===== config.mk =====
export PLATFORM = sky130hd
export DESIGN_NAME = sql_keyword_tokenizer_top
export DESIGN_NICKNAME = d
export VERILOG_FILES = /design/src/rtl/core/sqlkt_pkg.sv /design/src/rtl/core/sqlkt_kw_match.sv /design/src/rtl/core/sqlkt_scan.sv /design/src/rtl/core/sqlkt_out.sv /design/src/rtl/core/sql_keyword_tokenizer_top.sv
export VERILOG_INCLUDE_DIRS = /design/src /design/src/rtl/core
export SDC_FILE = /design/constraint.sdc
export NUM_CORES = 1
export LEC_CHECK = 0
export BUFFER_PORTS_ARGS = -buffer_cell sky130_fd_sc_hd__buf_2
export CORE_MARGIN = 8
export CORE_UTILIZATION = 45
export CTS_CLUSTER_DIAMETER = 80
export DETAILED_ROUTE_END_ITERATION = 10
export PLACE_DENSITY_LB_ADDON = 0.15
export SETUP_SLACK_MARGIN = 0.5
export SLEW_MARGIN = 10
export SYNTH_ARGS = -nofsm -noshare
export SYNTH_HDL_FRONTEND = slang
export SYNTH_SLANG_ARGS = --single-unit
export TNS_END_PERCENT = 10

===== constraint.sdc =====
create_clock -name aclk -period 10.05 [get_ports aclk]
set_input_delay 2.01 -clock aclk [delete_from_list [all_inputs] [get_ports aclk]]
set_output_delay 2.01 -clock aclk [all_outputs]
set_load 0.01 [all_outputs]

===== src/rtl/core/sql_keyword_tokenizer_top_macros.svh =====
// ----------------------------------------------------------------------------
// sql keyword tokenizer assertion macros
// concurrent checks on a clock with synchronous active-low reset
// ----------------------------------------------------------------------------
`ifndef SQL_KEYWORD_TOKENIZER_TOP_MACROS_SVH
`define SQL_KEYWORD_TOKENIZER_TOP_MACROS_SVH

`ifndef ASSERT_OFF

// consequent checked in the same cycle as the antecedent
`define SQLKT_ASSERT_SAME(lbl, clk, rstn, ante, cons, msg) \
    lbl: assert property (@(posedge clk) disable iff (!(rstn)) (ante) |-> (cons)) \
        else $error(msg);

// consequent checked in the cycle after the antecedent
`define SQLKT_ASSERT_NEXT(lbl, clk, rstn, ante, cons, msg) \
    lbl: assert property (@(posedge clk) disable iff (!(rstn)) (ante) |=> (cons)) \
        else $error(msg);

`else

`define SQLKT_ASSERT_SAME(lbl, clk, rstn, ante, cons, msg)
`define SQLKT_ASSERT_NEXT(lbl, clk, rstn, ante, cons, msg)

`endif

`endif


===== src/rtl/core/sqlkt_pkg.sv =====
// ----------------------------------------------------------------------------
// sqlkt_pkg
// shared types, token codes, keyword table and character helpers for the
// sql keyword tokenizer
// ----------------------------------------------------------------------------
`default_nettype none

package sqlkt_pkg;

    // default sizing
    localparam int DEF_WORD_BUFFER_DEPTH = 16;
    localparam int DEF_TEXT_CAPACITY     = 65536;

    // most results one request can cause
    localparam int MAX_RES = 3;

    // longest keyword text and number of table entries
    localparam int KW_SPAN = 14;
    localparam int KW_NUM  = 29;

    // the split word gives two tokens
    localparam logic [KW_SPAN*8-1:0] SPLIT_WORD = {"AUTO", "_", "INCREMENT"};
    localparam logic [15:0] SPLIT_FIRST_LEN     = 16'd4;
    localparam logic [15:0] SPLIT_SECOND_LEN    = 16'd9;
    localparam int          SPLIT_SECOND_OFFSET = 5;

    // character codes
    localparam logic [7:0] CH_HT     = 8'h09;
    localparam logic [7:0] CH_CR     = 8'h0D;
    localparam logic [7:0] CH_SPACE  = 8'h20;
    localparam logic [7:0] CH_QUOTE  = 8'h27;
    localparam logic [7:0] CH_LPAREN = 8'h28;
    localparam logic [7:0] CH_RPAREN = 8'h29;
    localparam logic [7:0] CH_STAR   = 8'h2A;
    localparam logic [7:0] CH_PLUS   = 8'h2B;
    localparam logic [7:0] CH_COMMA  = 8'h2C;
    localparam logic [7:0] CH_MINUS  = 8'h2D;
    localparam logic [7:0] CH_DOT    = 8'h2E;
    localparam logic [7:0] CH_SLASH  = 8'h2F;
    localparam logic [7:0] CH_ZERO   = 8'h30;
    localparam logic [7:0] CH_NINE   = 8'h39;
    localparam logic [7:0] CH_SEMI   = 8'h3B;
    localparam logic [7:0] CH_LT     = 8'h3C;
    localparam logic [7:0] CH_EQ     = 8'h3D;
    localparam logic [7:0] CH_GT     = 8'h3E;
    localparam logic [7:0] CH_UP_A   = 8'h41;
    localparam logic [7:0] CH_UP_Z   = 8'h5A;
    localparam logic [7:0] CH_BSLASH = 8'h5C;
    localparam logic [7:0] CH_USCORE = 8'h5F;
    localparam logic [7:0] CH_LO_A   = 8'h61;
    localparam logic [7:0] CH_LO_Z   = 8'h7A;
    localparam logic [7:0] CASE_GAP  = 8'h20;

    // token kinds
    typedef enum logic [5:0] {
        KIND_IDENT, KIND_NUMBER, KIND_STRING, KIND_SELECT, KIND_FROM,
        KIND_WHERE, KIND_AND, KIND_OR, KIND_ORDER, KIND_GROUP, KIND_BY,
        KIND_CREATE, KIND_DATABASE, KIND_TABLE, KIND_IN, KIND_PRIMARY,
        KIND_KEY, KIND_UNIQUE, KIND_NOT, KIND_NULL, KIND_AUTO,
        KIND_INCREMENT, KIND_INSERT, KIND_INTO, KIND_VALUES, KIND_UPDATE,
        KIND_SET, KIND_DELETE, KIND_USE, KIND_EXIT, KIND_PLUS, KIND_MINUS,
        KIND_STAR, KIND_SLASH, KIND_EQ, KIND_LT, KIND_GT, KIND_LTEQ,
        KIND_GTEQ, KIND_COMMA, KIND_SEMI, KIND_LPAREN, KIND_RPAREN, KIND_END
    } kind_t;

    // result status
    typedef enum logic [1:0] {
        ST_OK, ST_OPEN_STRING, ST_UNKNOWN_BYTE, ST_TOO_LONG
    } status_t;

    // scanner state
    typedef enum logic [3:0] {
        MODE_IDLE, MODE_WORD, MODE_INT, MODE_FRAC, MODE_STR, MODE_ESC,
        MODE_LT, MODE_GT, MODE_ERR
    } mode_t;

    // one result
    typedef struct packed {
        kind_t       kind;
        logic [15:0] start;
        logic [15:0] length;
        status_t     status;
    } result_t;

    // all results of one request, count is 1 to MAX_RES when loaded
    typedef struct packed {
        logic [1:0]                count;
        result_t [MAX_RES-1:0]     res;
    } bundle_t;

    // keyword table entry, text right-justified
    typedef struct packed {
        logic [KW_SPAN*8-1:0] txt;
        logic [3:0]           len;
        kind_t                kind;
        logic                 split;
    } kw_entry_t;

    // keyword lookup result
    typedef struct packed {
        logic  hit;
        logic  split;
        kind_t kind;
    } kw_hit_t;

    localparam kw_entry_t KW_TABLE [KW_NUM] = '{
        '{"SELECT",   4'd6, KIND_SELECT,   1'b0},
        '{"FROM",     4'd4, KIND_FROM,     1'b0},
        '{"WHERE",    4'd5, KIND_WHERE,    1'b0},
        '{"AND",      4'd3, KIND_AND,      1'b0},
        '{"OR",       4'd2, KIND_OR,       1'b0},
        '{"ORDER",    4'd5, KIND_ORDER,    1'b0},
        '{"GROUP",    4'd5, KIND_GROUP,    1'b0},
        '{"BY",       4'd2, KIND_BY,       1'b0},
        '{"CREATE",   4'd6, KIND_CREATE,   1'b0},
        '{"DATABASE", 4'd8, KIND_DATABASE, 1'b0},
        '{"TABLE",    4'd5, KIND_TABLE,    1'b0},
        '{"IN",       4'd2, KIND_IN,       1'b0},
        '{"PRIMARY",  4'd7, KIND_PRIMARY,  1'b0},
        '{"KEY",      4'd3, KIND_KEY,      1'b0},
        '{"UNIQUE",   4'd6, KIND_UNIQUE,   1'b0},
        '{"NOT",      4'd3, KIND_NOT,      1'b0},
        '{"NULL",     4'd4, KIND_NULL,     1'b0},
        '{"AUTO",     4'd4, KIND_AUTO,     1'b0},
        '{"INCREMENT", 4'd9, KIND_INCREMENT, 1'b0},
        '{"INSERT",   4'd6, KIND_INSERT,   1'b0},
        '{"INTO",     4'd4, KIND_INTO,     1'b0},
        '{"VALUES",   4'd6, KIND_VALUES,   1'b0},
        '{"UPDATE",   4'd6, KIND_UPDATE,   1'b0},
        '{"SET",      4'd3, KIND_SET,      1'b0},
        '{"DELETE",   4'd6, KIND_DELETE,   1'b0},
        '{"USE",      4'd3, KIND_USE,      1'b0},
        '{"EXIT",     4'd4, KIND_EXIT,     1'b0},
        '{"QUIT",     4'd4, KIND_EXIT,     1'b0},
        '{SPLIT_WORD, 4'd14, KIND_AUTO,    1'b1}
    };

    // character classes
    function automatic logic is_alpha(input logic [7:0] b);
        return (b >= CH_UP_A && b <= CH_UP_Z) || (b >= CH_LO_A && b <= CH_LO_Z);
    endfunction

    function automatic logic is_digit(input logic [7:0] b);
        return b >= CH_ZERO && b <= CH_NINE;
    endfunction

    function automatic logic is_space(input logic [7:0] b);
        return (b >= CH_HT && b <= CH_CR) || b == CH_SPACE;
    endfunction

    function automatic logic [7:0] to_upper(input logic [7:0] b);
        return (b >= CH_LO_A && b <= CH_LO_Z) ? b - CASE_GAP : b;
    endfunction

    function automatic result_t make_result(input kind_t k, input logic [15:0] s,
                                            input logic [15:0] l, input status_t st);
        result_t r;
        r.kind   = k;
        r.start  = s;
        r.length = l;
        r.status = st;
        return r;
    endfunction

endpackage

`default_nettype wire


===== src/rtl/core/sqlkt_kw_match.sv =====
// ----------------------------------------------------------------------------
// sqlkt_kw_match
// parallel compare of the buffered upper-case word against the keyword table
// ----------------------------------------------------------------------------
`default_nettype none

module sqlkt_kw_match
    import sqlkt_pkg::*;
#(
    parameter int CNT_W = 5
) (
    input  logic [KW_SPAN-1:0][7:0] letters,
    input  logic [CNT_W-1:0]        word_count,
    output kw_hit_t                 kw_hit
);

    // every entry compared at once, at most one can match
    always_comb begin
        logic eq;
        int   base;
        kw_hit = '{hit: 1'b0, split: 1'b0, kind: KIND_IDENT};
        for (int k = 0; k < KW_NUM; k++) begin
            eq = (word_count == CNT_W'(KW_TABLE[k].len));
            for (int i = 0; i < KW_SPAN; i++) begin
                base = (i < int'(KW_TABLE[k].len)) ? int'(KW_TABLE[k].len) - 1 - i : 0;
                if (i < int'(KW_TABLE[k].len)) begin
                    eq = eq && (letters[i] == KW_TABLE[k].txt[base*8 +: 8]);
                end
            end
            if (eq) begin
                kw_hit.hit   = 1'b1;
                kw_hit.split = KW_TABLE[k].split;
                kw_hit.kind  = KW_TABLE[k].kind;
            end
        end
    end

endmodule

`default_nettype wire


===== src/rtl/core/sqlkt_scan.sv =====
// ----------------------------------------------------------------------------
// sqlkt_scan
// scanner state, word buffer and the single-pass decode that turns one
// request into up to three results
// ----------------------------------------------------------------------------
`default_nettype none
`include "sql_keyword_tokenizer_top_macros.svh"

module sqlkt_scan
    import sqlkt_pkg::*;
#(
    parameter int WORD_BUFFER_DEPTH = DEF_WORD_BUFFER_DEPTH,
    parameter int TEXT_CAPACITY     = DEF_TEXT_CAPACITY
) (
    input  logic       aclk,
    input  logic       aresetn,
    input  logic       accept,
    input  logic [7:0] char_byte,
    input  logic       end_of_text,
    output bundle_t    bundle
);

    localparam int POS_W = $clog2(TEXT_CAPACITY + 1);
    localparam int CNT_W = $clog2(WORD_BUFFER_DEPTH + 2);
    localparam int IDX_W = $clog2(WORD_BUFFER_DEPTH);
    localparam int EXT_W = (POS_W > 16) ? POS_W : 17;

    mode_t              mode_reg, mode_next;
    logic [POS_W-1:0]   pos_reg, pos_next;
    logic [POS_W-1:0]   origin_reg, origin_next;
    logic [CNT_W-1:0]   count_reg, count_next;
    logic [7:0]         letters_reg [WORD_BUFFER_DEPTH];

    logic               letter_we;
    logic [IDX_W-1:0]   letter_addr;
    logic [7:0]         letter_data;

    logic [KW_SPAN-1:0][7:0] word_view;
    kw_hit_t            kw_hit;

    logic               b_word_start, b_word, b_digit;
    logic               too_long;
    logic [15:0]        len_sat;
    logic               op_hit;
    kind_t              op_kind;

    mode_t              fr_mode;
    logic [POS_W-1:0]   fr_origin;
    logic               fr_tok_valid;
    result_t            fr_tok;
    logic               do_fresh;

    logic [1:0]         pend_cnt;
    result_t            pend0, pend1;
    logic               tail_valid;
    result_t            tail;
    logic [1:0]         flush_cnt;

    // clamp a position or length to the 16-bit result fields
    function automatic logic [15:0] sat16(input logic [POS_W-1:0] v);
        logic [EXT_W-1:0] e;
        e = EXT_W'(v);
        return (e > EXT_W'(17'h0FFFF)) ? 16'hFFFF : e[15:0];
    endfunction

    // keyword compare on the stored word
    always_comb begin
        for (int i = 0; i < KW_SPAN; i++) begin
            word_view[i] = letters_reg[i];
        end
    end

    sqlkt_kw_match #(
        .CNT_W (CNT_W)
    ) u_kw_match (
        .letters    (word_view),
        .word_count (count_reg),
        .kw_hit     (kw_hit)
    );

    // byte classes
    assign b_digit      = is_digit(char_byte);
    assign b_word_start = is_alpha(char_byte) || char_byte == CH_USCORE;
    assign b_word       = b_word_start || b_digit;
    assign too_long     = pos_reg >= POS_W'(TEXT_CAPACITY);
    assign len_sat      = sat16(pos_reg - origin_reg);

    // single-character operators
    always_comb begin
        op_hit  = 1'b1;
        op_kind = KIND_PLUS;
        unique case (char_byte)
            CH_PLUS:   op_kind = KIND_PLUS;
            CH_MINUS:  op_kind = KIND_MINUS;
            CH_STAR:   op_kind = KIND_STAR;
            CH_SLASH:  op_kind = KIND_SLASH;
            CH_EQ:     op_kind = KIND_EQ;
            CH_COMMA:  op_kind = KIND_COMMA;
            CH_SEMI:   op_kind = KIND_SEMI;
            CH_LPAREN: op_kind = KIND_LPAREN;
            CH_RPAREN: op_kind = KIND_RPAREN;
            default:   op_hit  = 1'b0;
        endcase
    end

    // handling of a byte that starts afresh between tokens
    always_comb begin
        fr_mode      = MODE_ERR;
        fr_origin    = pos_reg;
        fr_tok_valid = 1'b0;
        fr_tok       = make_result(KIND_IDENT, sat16(pos_reg), 16'd0, ST_UNKNOWN_BYTE);
        if (is_space(char_byte)) begin
            fr_mode = MODE_IDLE;
        end else if (b_word_start) begin
            fr_mode = MODE_WORD;
        end else if (b_digit) begin
            fr_mode = MODE_INT;
        end else if (char_byte == CH_QUOTE) begin
            fr_mode   = MODE_STR;
            fr_origin = pos_reg + POS_W'(1);
        end else if (op_hit) begin
            fr_mode      = MODE_IDLE;
            fr_tok_valid = 1'b1;
            fr_tok       = make_result(op_kind, sat16(pos_reg), 16'd1, ST_OK);
        end else if (char_byte == CH_LT) begin
            fr_mode = MODE_LT;
        end else if (char_byte == CH_GT) begin
            fr_mode = MODE_GT;
        end else begin
            fr_tok_valid = 1'b1;
        end
    end

    // does this byte end the pending token and start afresh
    always_comb begin
        do_fresh = 1'b0;
        if (!end_of_text && mode_reg != MODE_ERR && !too_long) begin
            unique case (mode_reg) inside
                MODE_IDLE:        do_fresh = 1'b1;
                MODE_WORD:        do_fresh = !b_word;
                MODE_INT:         do_fresh = !b_digit && char_byte != CH_DOT;
                MODE_FRAC:        do_fresh = !b_digit;
                MODE_LT, MODE_GT: do_fresh = char_byte != CH_EQ;
                default:          do_fresh = 1'b0;
            endcase
        end
    end

    // next state of the scanner
    always_comb begin
        mode_next   = mode_reg;
        pos_next    = pos_reg;
        origin_next = origin_reg;
        count_next  = count_reg;
        letter_we   = 1'b0;
        letter_addr = count_reg[IDX_W-1:0];
        letter_data = to_upper(char_byte);
        if (end_of_text) begin
            mode_next   = MODE_IDLE;
            pos_next    = '0;
            origin_next = '0;
            count_next  = '0;
        end else if (mode_reg == MODE_ERR) begin
            mode_next = MODE_ERR;
        end else if (too_long) begin
            mode_next = MODE_ERR;
        end else begin
            pos_next = pos_reg + POS_W'(1);
            if (do_fresh) begin
                mode_next   = fr_mode;
                origin_next = fr_origin;
                if (fr_mode == MODE_WORD) begin
                    letter_we   = 1'b1;
                    letter_addr = '0;
                    count_next  = CNT_W'(1);
                end
            end else begin
                unique case (mode_reg) inside
                    MODE_WORD: begin
                        if (count_reg < CNT_W'(WORD_BUFFER_DEPTH)) begin
                            letter_we  = 1'b1;
                            count_next = count_reg + CNT_W'(1);
                        end else begin
                            count_next = CNT_W'(WORD_BUFFER_DEPTH + 1);
                        end
                    end
                    MODE_INT: begin
                        if (char_byte == CH_DOT) begin
                            mode_next = MODE_FRAC;
                        end
                    end
                    MODE_STR: begin
                        if (char_byte == CH_QUOTE) begin
                            mode_next = MODE_IDLE;
                        end else if (char_byte == CH_BSLASH) begin
                            mode_next = MODE_ESC;
                        end
                    end
                    MODE_ESC:         mode_next = MODE_STR;
                    MODE_LT, MODE_GT: mode_next = MODE_IDLE;
                    default:          mode_next = mode_reg;
                endcase
            end
        end
    end

    // token left pending by the current mode
    always_comb begin
        pend_cnt = 2'd0;
        pend0    = make_result(KIND_IDENT, sat16(origin_reg), len_sat, ST_OK);
        pend1    = make_result(KIND_INCREMENT,
                               sat16(origin_reg + POS_W'(SPLIT_SECOND_OFFSET)),
                               SPLIT_SECOND_LEN, ST_OK);
        unique case (mode_reg) inside
            MODE_WORD: begin
                if (kw_hit.split) begin
                    pend_cnt = 2'd2;
                    pend0    = make_result(KIND_AUTO, sat16(origin_reg),
                                           SPLIT_FIRST_LEN, ST_OK);
                end else begin
                    pend_cnt = 2'd1;
                    pend0    = make_result(kw_hit.hit ? kw_hit.kind : KIND_IDENT,
                                           sat16(origin_reg), len_sat, ST_OK);
                end
            end
            MODE_INT, MODE_FRAC: begin
                pend_cnt = 2'd1;
                pend0    = make_result(KIND_NUMBER, sat16(origin_reg), len_sat, ST_OK);
            end
            MODE_STR, MODE_ESC: begin
                pend_cnt = 2'd1;
                pend0    = make_result(KIND_IDENT,
                                       (origin_reg != '0) ? sat16(origin_reg - POS_W'(1))
                                                          : 16'd0,
                                       16'd0, ST_OPEN_STRING);
            end
            MODE_LT: begin
                pend_cnt = 2'd1;
                pend0    = make_result(KIND_LT, sat16(origin_reg), 16'd1, ST_OK);
            end
            MODE_GT: begin
                pend_cnt = 2'd1;
                pend0    = make_result(KIND_GT, sat16(origin_reg), 16'd1, ST_OK);
            end
            default: pend_cnt = 2'd0;
        endcase
    end

    // closing result of this request
    always_comb begin
        tail_valid = 1'b0;
        tail       = make_result(KIND_END, sat16(pos_reg), 16'd0, ST_OK);
        if (end_of_text) begin
            tail_valid = 1'b1;
        end else if (mode_reg == MODE_ERR) begin
            tail_valid = 1'b0;
        end else if (too_long) begin
            tail_valid = 1'b1;
            tail       = make_result(KIND_IDENT, sat16(pos_reg), 16'd0, ST_TOO_LONG);
        end else if (do_fresh) begin
            tail_valid = fr_tok_valid;
            tail       = fr_tok;
        end else if (mode_reg == MODE_STR && char_byte == CH_QUOTE) begin
            tail_valid = 1'b1;
            tail       = make_result(KIND_STRING, sat16(origin_reg), len_sat, ST_OK);
        end else if (mode_reg == MODE_LT || mode_reg == MODE_GT) begin
            tail_valid = 1'b1;
            tail       = make_result((mode_reg == MODE_LT) ? KIND_LTEQ : KIND_GTEQ,
                                     sat16(origin_reg), 16'd2, ST_OK);
        end
    end

    // pack pending tokens then the closing result
    assign flush_cnt = (end_of_text || (do_fresh && mode_reg != MODE_IDLE)) ? pend_cnt
                                                                           : 2'd0;

    always_comb begin
        bundle.count  = flush_cnt + {1'b0, tail_valid};
        bundle.res[0] = (flush_cnt != 2'd0) ? pend0 : tail;
        bundle.res[1] = (flush_cnt == 2'd2) ? pend1 : tail;
        bundle.res[2] = tail;
    end

    // control registers
    always_ff @(posedge aclk) begin
        if (!aresetn) begin
            mode_reg   <= MODE_IDLE;
            pos_reg    <= '0;
            origin_reg <= '0;
            count_reg  <= '0;
        end else if (accept) begin
            mode_reg   <= mode_next;
            pos_reg    <= pos_next;
            origin_reg <= origin_next;
            count_reg  <= count_next;
        end
    end

    // word buffer, only entries of the current word are ever read
    always_ff @(posedge aclk) begin
        if (accept && letter_we) begin
            letters_reg[letter_addr] <= letter_data;
        end
    end

    `SQLKT_ASSERT_SAME(a_end_gives_result, aclk, aresetn, accept && end_of_text, bundle.count != 2'd0, "end request produced no result")
    `SQLKT_ASSERT_SAME(a_err_drops_bytes, aclk, aresetn, accept && !end_of_text && mode_reg == MODE_ERR, bundle.count == 2'd0, "byte after error produced a result")

endmodule

`default_nettype wire


===== src/rtl/core/sqlkt_out.sv =====
// ----------------------------------------------------------------------------
// sqlkt_out
// result register holding one request's results and handing them out one
// per transfer on the master side
// ----------------------------------------------------------------------------
`default_nettype none
`include "sql_keyword_tokenizer_top_macros.svh"

module sqlkt_out
    import sqlkt_pkg::*;
(
    input  logic        aclk,
    input  logic        aresetn,
    input  logic        load_valid,
    input  bundle_t     load_bundle,
    output logic        take_ready,
    output logic        m_tvalid,
    input  logic        m_tready,
    output logic [31:0] m_tdata,
    output logic [7:0]  m_tuser,
    output logic        m_tlast
);

    logic       valid_reg, valid_next;
    logic [1:0] idx_reg, idx_next;
    bundle_t    bundle_reg;
    result_t    cur;
    logic       at_last;

    // current result of the held bundle
    assign cur     = bundle_reg.res[idx_reg];
    assign at_last = idx_reg == (bundle_reg.count - 2'd1);

    // free once the last result is taken
    assign take_ready = !valid_reg || (m_tready && at_last);

    always_comb begin
        valid_next = valid_reg;
        idx_next   = idx_reg;
        if (take_ready) begin
            valid_next = load_valid;
            idx_next   = 2'd0;
        end else if (m_tready) begin
            idx_next = idx_reg + 2'd1;
        end
    end

    always_ff @(posedge aclk) begin
        if (!aresetn) begin
            valid_reg <= 1'b0;
            idx_reg   <= 2'd0;
        end else begin
            valid_reg <= valid_next;
            idx_reg   <= idx_next;
        end
    end

    always_ff @(posedge aclk) begin
        if (take_ready && load_valid) begin
            bundle_reg <= load_bundle;
        end
    end

    // master side
    assign m_tvalid = valid_reg;
    assign m_tdata  = {cur.length, cur.start};
    assign m_tuser  = {cur.status, cur.kind};
    assign m_tlast  = at_last;

    `SQLKT_ASSERT_NEXT(a_stall_holds, aclk, aresetn, valid_reg && !m_tready, valid_reg && $stable(idx_reg), "stalled result moved")
    `SQLKT_ASSERT_SAME(a_idx_in_range, aclk, aresetn, valid_reg, idx_reg < bundle_reg.count, "result index past bundle count")
    `SQLKT_ASSERT_SAME(a_load_when_free, aclk, aresetn, load_valid, take_ready, "bundle loaded while results still pending")

endmodule

`default_nettype wire


===== src/rtl/core/sql_keyword_tokenizer_top.sv =====
// ----------------------------------------------------------------------------
// sql_keyword_tokenizer_top
// streaming sql lexer: text bytes in, tokens (kind, start, length) out
// ----------------------------------------------------------------------------
// usage
// - slave side takes one request per transfer: s_tdata is a text byte, s_tlast
//   marks the end request that closes the statement (its byte is ignored)
// - master side gives one token per transfer; m_tlast marks the last token
//   caused by a request, requests that cause none give no transfer
// - a request is decoded in the cycle it is taken; its tokens are valid on
//   the master side from the next cycle, one per cycle while m_tready is high
// - throughput is one request per cycle while m_tready is high and no request
//   causes more than one token; a request causes at most three tokens (the
//   split word closed by the end request, an operator or a bad byte)
// - the slave side is taken again in the cycle the last held token leaves,
//   so a stalled receiver stalls s_tready only once the result register is full
// - reset clears scanner state, position and the result register at once,
//   no clearing pass; the end request returns the scanner to the same state
// - keyword compare runs in parallel over the stored word when a word ends
// ----------------------------------------------------------------------------
`default_nettype none

module sql_keyword_tokenizer_top
    import sqlkt_pkg::*;
#(
    parameter int WORD_BUFFER_DEPTH = DEF_WORD_BUFFER_DEPTH,
    parameter int TEXT_CAPACITY     = DEF_TEXT_CAPACITY
) (
    input  logic        aclk,
    input  logic        aresetn,
    input  logic        s_tvalid,
    output logic        s_tready,
    input  logic [7:0]  s_tdata,   // [7:0] char_byte
    input  logic        s_tlast,   // end_of_text
    output logic        m_tvalid,
    input  logic        m_tready,
    output logic [31:0] m_tdata,   // [15:0] token_start, [31:16] token_length
    output logic [7:0]  m_tuser,   // [5:0] token_kind, [7:6] status
    output logic        m_tlast    // last_of_run
);

    logic    accept;
    logic    take_ready;
    bundle_t bundle;

    // request taken when the result register can take its tokens
    assign s_tready = take_ready;
    assign accept   = s_tvalid && take_ready;

    sqlkt_scan #(
        .WORD_BUFFER_DEPTH (WORD_BUFFER_DEPTH),
        .TEXT_CAPACITY     (TEXT_CAPACITY)
    ) u_scan (
        .aclk        (aclk),
        .aresetn     (aresetn),
        .accept      (accept),
        .char_byte   (s_tdata),
        .end_of_text (s_tlast),
        .bundle      (bundle)
    );

    sqlkt_out u_out (
        .aclk        (aclk),
        .aresetn     (aresetn),
        .load_valid  (accept && bundle.count != 2'd0),
        .load_bundle (bundle),
        .take_ready  (take_ready),
        .m_tvalid    (m_tvalid),
        .m_tready    (m_tready),
        .m_tdata     (m_tdata),
        .m_tuser     (m_tuser),
        .m_tlast     (m_tlast)
    );

endmodule

`default_nettype wire

==> metrics.txt <==
hold path cells=2; number of global-route vias before repair=14.0k; final wirelength=58.3 mm; Syn Nets=1,803; Die ar.=44,100 um2; distinct cell type count after synthesis=91; H-tree levels=1; fillers=3,485; Placed Instances=2,248; largest net degree at the start of global routing=77; utilization after layout=50.3%; max_cap viols=0; Leakage=6.18 nW; WL per Instance=25.3 um; synthesized area=16,900 um2; via/cell ratio=6.33; GP Congestion=0.981; Cells after Synth=1,758; GRT Residual Overflow=0; antenna viol nets, final=0; initial antenna violation count=1; setup bufs post-CTS=0; Hold Vio Cnt, Final=0; relative slew slack=21.2%; post_cts resized=0; fin cells=2,306; Initial Util=45.3%; Critical Path Source Type=primary input; Worst Setup End Kind=flop; setup tns final=0 ps; via count=14.6k; die height=210 um; most common cell after layout, fill and taps aside=edfxtp_1; Post-synth ARST share=0%; Post-synth EDFFs=234; share of layout cells above drive strength 1=10.5%; Starting DRT DRC Count=1,382; clock tree buffer depth=3; Synthesis Warnings=0; Post-synth top flop=edfxtp_1; CTS Buf Count=31; # DRC=0; Synth Area per Inst=9.63 um2; ant diodes=0; Worst EP arrival=6430 ps; Clock Tree Root=clkbuf_16; Reg clk slew, reported paths=60 ps; kind of critical path=in -> reg; Yosys top cell area share=41.5%; PortBufs=55; Final setup viols=0; first-pass GRT wire length=88.0 mm; CTS Hold Bufs=0; most frequent cells in the layout=edfxtp_1 (234), nor2_1 (168), nand2_1 (150); clock skew=11.7 ps; Area contributors post-synth=edfxtp_1 (41%), dfxtp_1 (5.4%), nor2_1 (3.7%); NumNets Final=1,815; CTS tree=built; Min-Delay Path Class=reg -> reg; R2R cell count=11; Slew Limit Fails=0; #FFs+latches synth=280; First-pass DRT Iterations=5; GRT Util Overall=25.7%; Min Clock Period, post-route=6240 ps; Worst Path Max Fanout=76; sequential area share after synthesis=46.9%; synth-to-layout area growth=11.0%; Core Area=37,400 um2; RSZ-0062 raised after global routing=false; die width=210 um; IO Count=56; CP required=10,240 ps; Rows=71; max reg flops=122; HPWL after detailed placement=43.5 mm; Slew @ Worst Pin=1180 ps; largest area contributor in the netlist=edfxtp_1; status=finished, final reports clean; max frequency=160 MHz; period utilization=62.1%; Max VDD drop=139 uV; worst skew pair latency=570 ps; final hold slack=590 ps; CTS sink cnt=280; Pwr Total=3.33 mW; power per cell area=177 nW/um2
-- report_power, final --
group / internal (mW) / total [mW] / switching [mW] / leakage (nW)
logic: 0.207 / 0.651 / 0.445 / 3.11
registers: 1.42 / 1.48 / 0.0516 / 2.55
clock network: 0.725 / 1.20 / 0.475 / 0.520
-- metal layers --
metal | GRT usage [%] | share of wire, %
met1 | 33.3 | 42
met2 | 44.0 | 48
met3 | 3.53 | 6.5
met4 | 8.51 | 3.3
met5 | 0 | 0.019
-- final timing paths --
| check | from | endpoint | slack (ps) |
|---|---|---|---|
| worst max-delay path | s_tdata[4] | u_out.bundle_reg[105] | 3810 |
| worst min register to register | u_scan.count_reg[1] | u_scan.count_reg[1] | 590 |
| worst max register to register | u_scan.mode_reg[3] | u_out.bundle_reg[105] | 5050 |
| worst min-delay path | u_scan.count_reg[1] | u_scan.count_reg[1] | 590 |
-- cells by family after synthesis --
group,count (synthesis),share of synthesized area [%]
XOR/XNOR,68,3.52
AND/OR/NAND/NOR,804,26.1
adder cells (fa/ha/maj),32,2.41
flip-flops,280,46.9
AO/OA/AOI/OAI,342,13.5
buffers and inverters,174,4.02
multiplexers,58,3.48
-- synthesized netlist by cell type (15+ instances only) --
library cell	number
dfxtp_1	46
clkbuf_1	95
nor4bb_1	25
a21oi_1	58
a21boi_0	18
nand3_1	66
a31oi_1	16
edfxtp_1	234
mux2i_1	51
nand2_1	150
nand4_1	76
xor2_1	20
xnor2_1	48
nor3_1	78
nor4_1	58
inv_1	58
ha_1	31
nor2b_1	16
nor2_1	168
o31ai_1	16
and3_1	15
nor4b_1	29
o21ai_0	95
-- final cells by class --
| type | count | area (um2) | share of cell area [%] |
|---|---|---|---|
| clock inverters | 22 | 292 | 1.55 |
| well taps | 511 | 639 | 3.40 |
| multi-input cells | 1304 | 8340 | 44.4 |
| clock buffers | 36 | 795 | 4.23 |
| repair buffers | 92 | 553 | 2.94 |
| inverters | 61 | 229 | 1.22 |
| flip-flops and latches | 280 | 7950 | 42.3 |
-- through the flow --
step | cell area, um2 | setup slack, ps
after floorplan | 16900 | 2080
after global placement | 17700 | 3310
after detailed placement | 17700 | 3280
after CTS | 18800 | 3870
after global routing | 18800 | 3550
final | 18800 | 3810
-- critical path: stages --
cell and delay, ps:
buf_2 280, or4b_1 720, o31ai_1 400, o31ai_2 180
o22ai_2 820, a2111oi_2 120, a211oi_1 250, o21ai_0 130
ha_1 270, nor3_1 240, o31a_2 190, buf_4 730
Power figures use the tool's default switching activity.
